==> src/design/assert_macros.svh <==
// assertion macros included by the formatter module
`ifndef ASSERT_MACROS_SVH
`define ASSERT_MACROS_SVH
`ifndef SYNTHESIS
// check a property on every clock edge outside reset
`define ASSERT_CLK(lbl, clk, rst, prop, msg) \
   lbl: assert property (@(posedge clk) disable iff (rst) prop) else $error(msg);
// check a property on every clock edge, reset included
`define ASSERT_ALWAYS(lbl, clk, prop, msg) \
   lbl: assert property (@(posedge clk) prop) else $error(msg);
`else
`define ASSERT_CLK(lbl, clk, rst, prop, msg)
`define ASSERT_ALWAYS(lbl, clk, prop, msg)
`endif
`endif

==> src/design/sdmf_pkg.sv <==
// types and constants of the segment display mode formatter
package sdmf_pkg;

   // digit codes
   localparam logic [5:0] CODE_BLANK = 6'd16;
   localparam logic [5:0] CODE_DASH  = 6'd17;
   localparam logic [5:0] CODE_C     = 6'd12;
   localparam logic [5:0] CODE_UNIT  = 6'd30;

   // key press codes
   localparam logic [7:0] KEY_BRIGHT = 8'd4;
   localparam logic [7:0] KEY_MODE   = 8'd5;

   // brightness range
   localparam logic [3:0] BRIGHT_MAX   = 4'd9;
   localparam logic [3:0] BRIGHT_RESET = 4'd6;

   // display views
   typedef enum logic [2:0] {
      MODE_TIME   = 3'd0,
      MODE_TEMP   = 3'd1,
      MODE_ANALOG = 3'd2,
      MODE_DIST   = 3'd3,
      MODE_FREQ   = 3'd4,
      MODE_BRIGHT = 3'd5
   } mode_type;

   // decimal digits of a 16-bit value, d0 is the units digit
   typedef struct packed {
      logic [3:0] d4;
      logic [3:0] d3;
      logic [3:0] d2;
      logic [3:0] d1;
      logic [3:0] d0;
   } dec_type;

   // input word
   typedef struct packed {
      logic [7:0]  key_code;
      logic [7:0]  rtc_hours;
      logic [7:0]  rtc_minutes;
      logic [7:0]  rtc_seconds;
      logic [15:0] temp_hundredths;
      logic [15:0] analog_a_hundredths;
      logic [15:0] analog_b_hundredths;
      logic [7:0]  distance_cm;
      logic [15:0] frequency_hz;
   } req_word_type;

   // result word
   typedef struct packed {
      logic [5:0] digit_0;
      logic [5:0] digit_1;
      logic [5:0] digit_2;
      logic [5:0] digit_3;
      logic [5:0] digit_4;
      logic [5:0] digit_5;
      logic [5:0] digit_6;
      logic [5:0] digit_7;
      logic [2:0] show_mode;
      logic [3:0] brightness;
   } rsp_word_type;

endpackage

==> src/design/segment_display_mode_formatter.sv <==
// top level of the segment display mode formatter
//
// The req channel carries one word per display update: the raw key code and
// the current readings (BCD time, temperature, two analog values, distance,
// frequency). On acceptance the key press is detected against the previous
// key code; a press of key 4 steps the brightness 0..9 and a press of key 5
// steps the view 0..5, both wrapping. The rsp channel returns one word per
// req word: eight digit codes for the current view (0..15 glyph, 16 blank,
// 17 dash, 30 unit, +32 decimal point), the view and the brightness.
// An accepted word is held in the input register, is loaded into the result
// register once that is free, and is offered on rsp from then on.
// Throughput: one word per cycle while rsp_stall is low, set by the single
// input register stage and the result register; the digit split is three
// constant multiplies, a top digit compare and a subtract per lower digit.
// Reset clears the previous key, selects the time view, sets brightness 6
// and empties both stages. A result waiting under rsp_stall is held there;
// an empty input stage takes one more word, then req_stall rises.
module segment_display_mode_formatter
   import sdmf_pkg::*;
(
   input  logic         clock,
   input  logic         reset,
   input  logic         req_valid,
   output logic         req_stall,
   input  req_word_type req_word,
   output logic         rsp_valid,
   input  logic         rsp_stall,
   output rsp_word_type rsp_word
);

`include "assert_macros.svh"

   // reciprocal constants for division by 10, 100 and 1000
   localparam logic [31:0] RECIP_10   = 32'd52429;
   localparam logic [32:0] RECIP_100  = 33'd83887;
   localparam logic [32:0] RECIP_1000 = 33'd67109;

   logic [7:0]   prev_key_ff;
   logic [7:0]   prev_key_in;
   mode_type     mode_ff;
   mode_type     mode_in;
   logic [3:0]   bright_ff;
   logic [3:0]   bright_in;
   logic [7:0]   press;
   logic         req_accept;

   logic         s1_valid_ff;
   logic         s1_valid_in;
   req_word_type s1_word_ff;
   mode_type     s1_mode_ff;
   logic [3:0]   s1_bright_ff;

   logic         rsp_valid_ff;
   logic         rsp_valid_in;
   rsp_word_type rsp_ff;
   rsp_word_type rsp_in;
   logic         res_ready;

   logic [15:0]  op_a;
   dec_type      dec_a;
   dec_type      dec_b;

   // remainder of n by 10 from the quotient q, low four bits suffice
   function automatic logic [3:0] rem10(input logic [3:0] n, input logic [3:0] q);
      rem10 = n - {q[0], 3'b000} - {q[2:0], 1'b0};
   endfunction

   // split a 16-bit value into five decimal digits
   function automatic dec_type split5(input logic [15:0] v);
      logic [31:0] p1;
      logic [32:0] p2;
      logic [32:0] p3;
      logic [12:0] q1;
      logic [9:0]  q2;
      logic [6:0]  q3;
      logic [2:0]  q4;
      dec_type     r;
      p1 = {16'd0, v} * RECIP_10;
      p2 = {17'd0, v} * RECIP_100;
      p3 = {17'd0, v} * RECIP_1000;
      q1 = p1[31:19];
      q2 = p2[32:23];
      q3 = p3[32:26];
      if (v >= 16'd60000)      q4 = 3'd6;
      else if (v >= 16'd50000) q4 = 3'd5;
      else if (v >= 16'd40000) q4 = 3'd4;
      else if (v >= 16'd30000) q4 = 3'd3;
      else if (v >= 16'd20000) q4 = 3'd2;
      else if (v >= 16'd10000) q4 = 3'd1;
      else                     q4 = 3'd0;
      r.d0 = rem10(v[3:0], q1[3:0]);
      r.d1 = rem10(q1[3:0], q2[3:0]);
      r.d2 = rem10(q2[3:0], q3[3:0]);
      r.d3 = rem10(q3[3:0], {1'b0, q4});
      r.d4 = {1'b0, q4};
      return r;
   endfunction

   // plain digit code and digit code with point
   function automatic logic [5:0] glyph(input logic [3:0] d);
      glyph = {2'b00, d};
   endfunction

   function automatic logic [5:0] glyph_pt(input logic [3:0] d);
      glyph_pt = {2'b10, d};
   endfunction

   // handshake
   assign res_ready  = !rsp_valid_ff || !rsp_stall;
   assign req_stall  = s1_valid_ff && !res_ready;
   assign req_accept = req_valid && !req_stall;

   // key press detection and view / brightness stepping
   always_comb begin
      press       = req_word.key_code & (req_word.key_code ^ prev_key_ff);
      prev_key_in = prev_key_ff;
      mode_in     = mode_ff;
      bright_in   = bright_ff;
      if (req_accept) begin
         prev_key_in = req_word.key_code;
         if (press == KEY_BRIGHT) begin
            bright_in = (bright_ff == BRIGHT_MAX) ? 4'd0 : bright_ff + 4'd1;
         end
         if (press == KEY_MODE) begin
            mode_in = (mode_ff == MODE_BRIGHT) ? MODE_TIME : mode_type'(mode_ff + 3'd1);
         end
      end
   end

   // stage valid flags
   always_comb begin
      s1_valid_in  = s1_valid_ff;
      rsp_valid_in = rsp_valid_ff;
      if (res_ready) begin
         rsp_valid_in = s1_valid_ff;
         s1_valid_in  = 1'b0;
      end
      if (req_accept) begin
         s1_valid_in = 1'b1;
      end
   end

   // value to split for the selected view
   always_comb begin
      case (s1_mode_ff)
         MODE_TEMP:   op_a = s1_word_ff.temp_hundredths;
         MODE_ANALOG: op_a = s1_word_ff.analog_a_hundredths;
         MODE_DIST:   op_a = {8'd0, s1_word_ff.distance_cm};
         default:     op_a = s1_word_ff.frequency_hz;
      endcase
      dec_a = split5(op_a);
      dec_b = split5(s1_word_ff.analog_b_hundredths);
   end

   // digit codes for the view
   always_comb begin
      rsp_in            = '0;
      rsp_in.show_mode  = s1_mode_ff;
      rsp_in.brightness = s1_bright_ff;
      rsp_in.digit_0    = CODE_BLANK;
      rsp_in.digit_1    = CODE_BLANK;
      rsp_in.digit_2    = CODE_BLANK;
      rsp_in.digit_3    = CODE_BLANK;
      rsp_in.digit_4    = CODE_BLANK;
      rsp_in.digit_5    = CODE_BLANK;
      rsp_in.digit_6    = CODE_BLANK;
      rsp_in.digit_7    = CODE_BLANK;
      unique case (s1_mode_ff)
         MODE_TIME: begin
            rsp_in.digit_0 = glyph(s1_word_ff.rtc_hours[7:4]);
            rsp_in.digit_1 = glyph(s1_word_ff.rtc_hours[3:0]);
            rsp_in.digit_2 = CODE_DASH;
            rsp_in.digit_3 = glyph(s1_word_ff.rtc_minutes[7:4]);
            rsp_in.digit_4 = glyph(s1_word_ff.rtc_minutes[3:0]);
            rsp_in.digit_5 = CODE_DASH;
            rsp_in.digit_6 = glyph(s1_word_ff.rtc_seconds[7:4]);
            rsp_in.digit_7 = glyph(s1_word_ff.rtc_seconds[3:0]);
         end
         MODE_TEMP: begin
            rsp_in.digit_0 = CODE_C;
            rsp_in.digit_4 = glyph(dec_a.d3);
            rsp_in.digit_5 = glyph_pt(dec_a.d2);
            rsp_in.digit_6 = glyph(dec_a.d1);
            rsp_in.digit_7 = glyph(dec_a.d0);
         end
         MODE_ANALOG: begin
            rsp_in.digit_0 = glyph_pt(dec_a.d2);
            rsp_in.digit_1 = glyph(dec_a.d1);
            rsp_in.digit_2 = glyph(dec_a.d0);
            rsp_in.digit_5 = glyph_pt(dec_b.d2);
            rsp_in.digit_6 = glyph(dec_b.d1);
            rsp_in.digit_7 = glyph(dec_b.d0);
         end
         MODE_DIST: begin
            rsp_in.digit_4 = glyph(dec_a.d1);
            rsp_in.digit_5 = glyph(dec_a.d0);
            rsp_in.digit_6 = CODE_C;
            rsp_in.digit_7 = CODE_UNIT;
         end
         MODE_FREQ: begin
            rsp_in.digit_3 = glyph(dec_a.d4);
            rsp_in.digit_4 = glyph(dec_a.d3);
            rsp_in.digit_5 = glyph(dec_a.d2);
            rsp_in.digit_6 = glyph(dec_a.d1);
            rsp_in.digit_7 = glyph(dec_a.d0);
         end
         MODE_BRIGHT: begin
            rsp_in.digit_6 = glyph(4'd0);
            rsp_in.digit_7 = glyph(s1_bright_ff);
         end
         default: begin
            rsp_in.digit_0 = CODE_BLANK;
         end
      endcase
   end

   // control registers
   always_ff @(posedge clock) begin
      if (reset) begin
         prev_key_ff  <= 8'd0;
         mode_ff      <= MODE_TIME;
         bright_ff    <= BRIGHT_RESET;
         s1_valid_ff  <= 1'b0;
         rsp_valid_ff <= 1'b0;
      end else begin
         prev_key_ff  <= prev_key_in;
         mode_ff      <= mode_in;
         bright_ff    <= bright_in;
         s1_valid_ff  <= s1_valid_in;
         rsp_valid_ff <= rsp_valid_in;
      end
   end

   // input stage payload
   always_ff @(posedge clock) begin
      if (req_accept) begin
         s1_word_ff   <= req_word;
         s1_mode_ff   <= mode_in;
         s1_bright_ff <= bright_in;
      end
   end

   // result register payload
   always_ff @(posedge clock) begin
      if (res_ready && s1_valid_ff) begin
         rsp_ff <= rsp_in;
      end
   end

   assign rsp_valid = rsp_valid_ff;
   assign rsp_word  = rsp_ff;

   // assertions
   `ASSERT_CLK(a_no_overrun, clock, reset,
      (s1_valid_ff && rsp_valid_ff && rsp_stall) |-> req_stall,
      "word taken while both stages are held")
   `ASSERT_CLK(a_stage_moves, clock, reset,
      (s1_valid_ff && res_ready) |=> rsp_valid_ff,
      "input stage word not moved into result register")
   `ASSERT_CLK(a_bright_hold, clock, reset,
      (!reset && !req_accept) |=> $stable(bright_ff),
      "brightness changed without an accepted word")
   `ASSERT_CLK(a_mode_range, clock, reset,
      mode_ff != 3'd6 && mode_ff != 3'd7,
      "view code out of range")
   `ASSERT_ALWAYS(a_bright_range, clock,
      reset || bright_ff <= BRIGHT_MAX,
      "brightness out of range")

endmodule

==> config.mk <==
export PLATFORM = sky130hd
export DESIGN_NAME = segment_display_mode_formatter
export DESIGN_NICKNAME = d
export VERILOG_FILES = /design/src/design/sdmf_pkg.sv /design/src/design/segment_display_mode_formatter.sv
export VERILOG_INCLUDE_DIRS = /design/src /design/src/design
export SDC_FILE = /design/constraint.sdc
export NUM_CORES = 2
export LEC_CHECK = 0
export ABC_AREA = 0
export BUFFER_PORTS_ARGS = -buffer_cell sky130_fd_sc_hd__buf_2
export CAP_MARGIN = 10
export CORE_ASPECT_RATIO = 1.2
export CORE_MARGIN = 2
export CORE_UTILIZATION = 59
export CTS_BUF_LIST = sky130_fd_sc_hd__clkbuf_8
export CTS_CLUSTER_SIZE = 28
export DETAILED_ROUTE_END_ITERATION = 8
export PLACE_DENSITY_LB_ADDON = 0.08
export REMOVE_ABC_BUFFERS = 1
export SLEW_MARGIN = 20
export SYNTH_ARGS = -nofsm -noshare
export SYNTH_HDL_FRONTEND = slang
export SYNTH_SLANG_ARGS = --single-unit
==> constraint.sdc <==
create_clock -name clock -period 8.6 [get_ports clock]
set_input_delay 0 -clock clock [delete_from_list [all_inputs] [get_ports clock]]
set_output_delay 0 -clock clock [all_outputs]
set_load 0.02 [all_outputs]
# ---- After elaboration in Yosys (flattened, before gate mapping)
# Cells that the tools add are included.
dict set report word_totals {
  elab_cells 96
  ramBits 0
  reg_bits 175
  inputBits 108
  latchBits 0
  mem_count 0
  rom_bits 0
}
dict set report classes {
  n_div 0
  muxes 21
  shifts 0
  multipliers 6
  n_eq_ne 9
  magnitude_cmp 6
  addsub 16
  reduce_logical 11
  n_bitwise 2
}
# cell count
set op_table {}
lappend op_table {{subtractor 4 bit} 14}
lappend op_table {{one-hot mux 11 bit (5 select lines)} 1}
lappend op_table {{multiplier 16 x 17 -> 27 bit, second input constant} 2}
lappend op_table {{>= comparator 16 bit, second input constant} 3}
lappend op_table {{one-hot mux 16 bit (3 select lines)} 1}
lappend op_table {{multiplier 16 x 16 -> 23 bit, second input constant} 2}
lappend op_table {{>= comparator 16 x 15 -> 1 bit, second input constant} 2}
lappend op_table {{multiplier 16 x 17 -> 30 bit, second input constant} 1}
lappend op_table {{one-hot mux 6 bit (5 select lines)} 1}
lappend op_table {{multiplier 16 x 17 -> 29 bit, second input constant} 1}
lappend op_table {{one-hot mux 11 bit (2 select lines)} 1}
lappend op_table {{two-way mux 3 bit} 6}
lappend op_table {{one-hot mux 6 bit (3 select lines)} 1}
lappend op_table {{equality test 8 x 3 -> 1 bit, second input constant} 2}
lappend op_table {{>= comparator 16 x 14 -> 1 bit, second input constant} 1}
lappend op_table {{one-hot mux 5 bit (3 select lines)} 1}
lappend op_table {{two-way mux 4 bit} 3}
lappend op_table {{one-hot mux 5 bit (2 select lines)} 1}
lappend op_table {{equality test 3 bit, second input constant} 3}
lappend op_table {{AND 8 bit} 1}
lappend op_table {{bitwise XOR 8 bit} 1}
lappend op_table {{equality test 3 x 2 -> 1 bit, second input constant} 2}
lappend op_table {{adder 4 x 1 -> 4 bit, second input constant} 1}
lappend op_table {{equality test 4 bit, second input constant} 1}
lappend op_table {{other kinds (10)} 18}

# ---- Depth between registers and ports, before layout
dict set report logic_depth {
  word_depth 12
  mapped_depth 36
  ltp_nobuf 34
}

# ---- Least setup slack after synthesis
# OpenSTA, ideal clock, no wires.
dict set report synth_timing {
  path_kind {register to register}
  start {register s1_mode_ff[0]}
  end {register rsp_ff, in the netlist rsp_word[28], data pin}
  synth_period_minus_slack_ns 8.577
  setup_slack_ns 0.023
  n_path_buf 2
  setup_time_ns 0.267
  t_arrival_ns 8.309
  stages_incl_launch_ff 31
  t_required_ns 8.333
  path_cell_list {edfxtp_1 > buf_6 > nor2b_4 > buf_4 > a22oi_1 > o21ai_0 > inv_1 > ha_1 > fa_1 > fa_1 > inv_1 > fa_1 > fa_1 > fa_1 > ha_1 > and3_1 > a221oi_1 > o21ba_2 > nand3_1 > a21oi_1 > xor2_1 > inv_1 > ha_1 > xnor2_1 > xnor2_1 > xnor2_1 > xnor2_1 > xnor3_1 > xnor2_1 > a211oi_1 > o211ai_1}
}
# element line
set synth_rtl {}
lappend synth_rtl {{from (decl)} segment_display_mode_formatter.sv:50} ;# mode_type s1_mode_ff;
lappend synth_rtl {{from (signal assigned)} segment_display_mode_formatter.sv:238} ;# s1_mode_ff <= mode_in;
lappend synth_rtl {{to (signal assigned)} segment_display_mode_formatter.sv:246} ;# rsp_ff <= rsp_in;
lappend synth_rtl {{to (decl)} segment_display_mode_formatter.sv:55} ;# rsp_word_type rsp_ff;

==> impl_metrics.ini <==
[clocking]
clock_latency_ns = 0.47
path_clk_slew_ns = 0.10
cts_root_buf = clkbuf_8
numClockSinks = 169
cts_tree = built
clockBufferDepth = 2
cts_inserted_buffers = 17
htreeDepth = 4

[worst_setup_path]
crit_type = register to register
r2r_setup_slack_ns = 0.31
rr_endpoint = rsp_word[28]
cp_max_fo = 15
cp_slowest_cell = fa_1
r2r_start = s1_mode_ff[1]
endpoint_kind = register
worstPathArrival_ns = 8.51
cp_slowest_stage_delay_ns = 0.56
worstRegToRegCells = 33
required_ns = 8.82
start_kind = register

[route]
routedWlPerCell_um = 22.6
ant_nets = 0
vias_per_cell = 5.51
via_count = 19800
routed_wl_um = 81000
drc_errors = 0
dr.pass1.iters = 7
first_iter_violations = 1132

[synth]
synth.top_cell.area_share_pct = 28.9
netlist_area_mm2 = 0.0275
postSynthCellCount = 2558
yosys_warnings = 0
yosysTopAreaCell = fa_1
syn_avg_cell_area_um2 = 10.8
ys_ff_latch = 169
synth_most_common_cell = inv_1
yosysSeqAreaShare_pct = 17.8
synth_edf_count = 152
synth_area_leaders = fa_1 (29%), ha_1 (28%), edfxtp_1 (17%), inv_1 (9.4%), xnor2_1 (2.2%)
synth_top_cells_by_count = inv_1 (687), ha_1 (617), fa_1 (397)
synth-async-reset-ratio_pct = 0
synth_cell_types = 84
ys.flop_type = edfxtp_1

[die]
core_mm2 = 0.0459
design.portCount = 165
die-area_mm2 = 0.0484
die_width_um = 201
rows = 86
initial_core_util_pct = 59.9
die_h_um = 241

[min_path]
hp-class = input port to register
whs_path_depth = 2
hold_end = s1_word_ff[89]
hp-start = req_word[89]

[grt]
grt_pass1_wl_um = 124000
gr-total-overflow = 0
grt_pass1_vias = 22100
antenna_found_initial = 2
gr-usage-all-layers_pct = 34.5
grt_max_degree = 73

[sta]
clock-skew-final_ns = 0.0222
setup_viol = 0
final-hold-violation-count = 0
fin_crit_ns = 8.29
worst_pin_slew_ns = 0.961
timing.fmax_mhz = 121
fin_crit_sh_pct = 96.4
drv_slew = 0
slew-limit-headroom_pct = 35.9

[finish]
finish.utilization_pct = 68.9
drive_gt1_share_pct = 13.0
nNetsFinal = 4077
area_growth_pct = 15.0
final_cells = 3585

[placed_design]
port_buffers = 158
hpwl_um = 68200
dp.cells = 3432
place.gp.congestion = 0.986

[status]
status = finished clean

[flow_run]
drv_cap = 0
[cells by family (layout without fill, tap and decap cells)]
| group | after synthesis | in the layout | share of synthesized area, % |
|---|---|---|---|
| adder cells (fa/ha/maj) | 1014 | 1014 | 56.9 |
| buffers and inverters | 717 | 1121 | 9.95 |
| AO/OA/AOI/OAI | 284 | 284 | 6.84 |
| AND/OR/NAND/NOR | 260 | 261 | 4.52 |
| flip-flops | 169 | 169 | 17.8 |
| XOR/XNOR | 96 | 96 | 3.28 |
| multiplexers | 17 | 17 | 0.655 |
| other | 1 | 7 | 0.0136 |
[placed cells by master (no fill, tap or decap), types with 9 or more instances in the layout]
master / instances
xnor2_1: 68
buf_2: 158
clkbuf_8: 17
dfxtp_1: 17
o21ai_0: 40
nand2_1: 71
edfxtp_1: 152
inv_1: 685
a211oi_1: 13
ha_1: 613
xor2_1: 19
mux2i_1: 9
a21o_1: 20
a21oi_1: 84
fa_1: 396
nand4_1: 15
buf_4: 121
a22oi_1: 14
nor2_1: 81
nand3_1: 27
nor2b_1: 11
dlygate4sd3_1: 113
and3_1: 9
[state kept, by name (all words and copies together), names as in the netlist]
register	count
rsp_valid	1
s1_mode_ff	3
prev_key_ff	8
s1_word_ff	96
s1_bright_ff	4
mode_ff	3
rsp_word	49
s1_valid_ff	1
bright_ff	4
[layout make-up]
type                            count  area (um^2)
Multi-Input combinational cell   1678        20100
Fill cell                        3652        14300
Sequential cell                   169         4900
Timing Repair Buffer              399         2950
Inverter                          690         2590
Tap cell                          616          771
Clock buffer                       17          234
Clock inverter                     15          156
Antenna cell                        1         2.50
[stage by stage]
stage                     TNS [ns]  setup WS, ns  hold WS [ns]  area, um^2
after floorplan              -1.50        -0.622        0.0691       27400
after global placement           0         0.276         0.176       29900
after detailed placement         0        0.0668         0.178       29900
after CTS                        0        0.0296         0.223       31400
after global routing       -0.0538       -0.0433         0.230       31700
final                            0         0.310         0.236       31700
[per-layer routing]
metal  vias up  part of all wire [%]  GRT usage, %
met5         -                     0             0
met4         0                   7.7          21.8
met3       220                   3.1          2.94
met2       539                    53          64.9
met1      9932                    36          37.7
li1       9075                     -             -
[worst max path at each step]
stage	from	endpoint	slack, ns	cells after the start
2_1_floorplan	s1_mode_ff[1]	rsp_word[28]	-0.62	28
3_3_place_gp	s1_mode_ff[1]	rsp_word[28]	0.28	33
3_5_place_dp	s1_mode_ff[1]	rsp_word[28]	0.07	32
4_1_cts	s1_mode_ff[1]	rsp_word[28]	0.03	32
5_1_grt	s1_mode_ff[1]	rsp_word[28]	-0.04	35
6_report	s1_mode_ff[1]	rsp_word[28]	0.31	33
[repair_timing]
| item | in CTS | in global routing |
|---|---|---|
| buffers inserted | 0 | 5 |
| hold buffers | 113 | 0 |
| gates resized for setup | 0 | 39 |
| setup endpoints to repair | 0 | 3 |
| endpoints found under the hold margin | 113 | 0 |
[worst max-delay path, delay by kind of cell (launching register included)]
family                     cells  cell delay (ns)
adders and majority gates      8             3.60
AOI/OAI and AO/OA              7             1.28
and+or+nand+nor                7             1.02
buffers and inverters          8             0.87
xor gates and xnor gates       3             0.79
DFF                            1             0.48
Power is not shown: default switching activity piles up to over one toggle a cycle in this logic, so the estimate is an artifact.
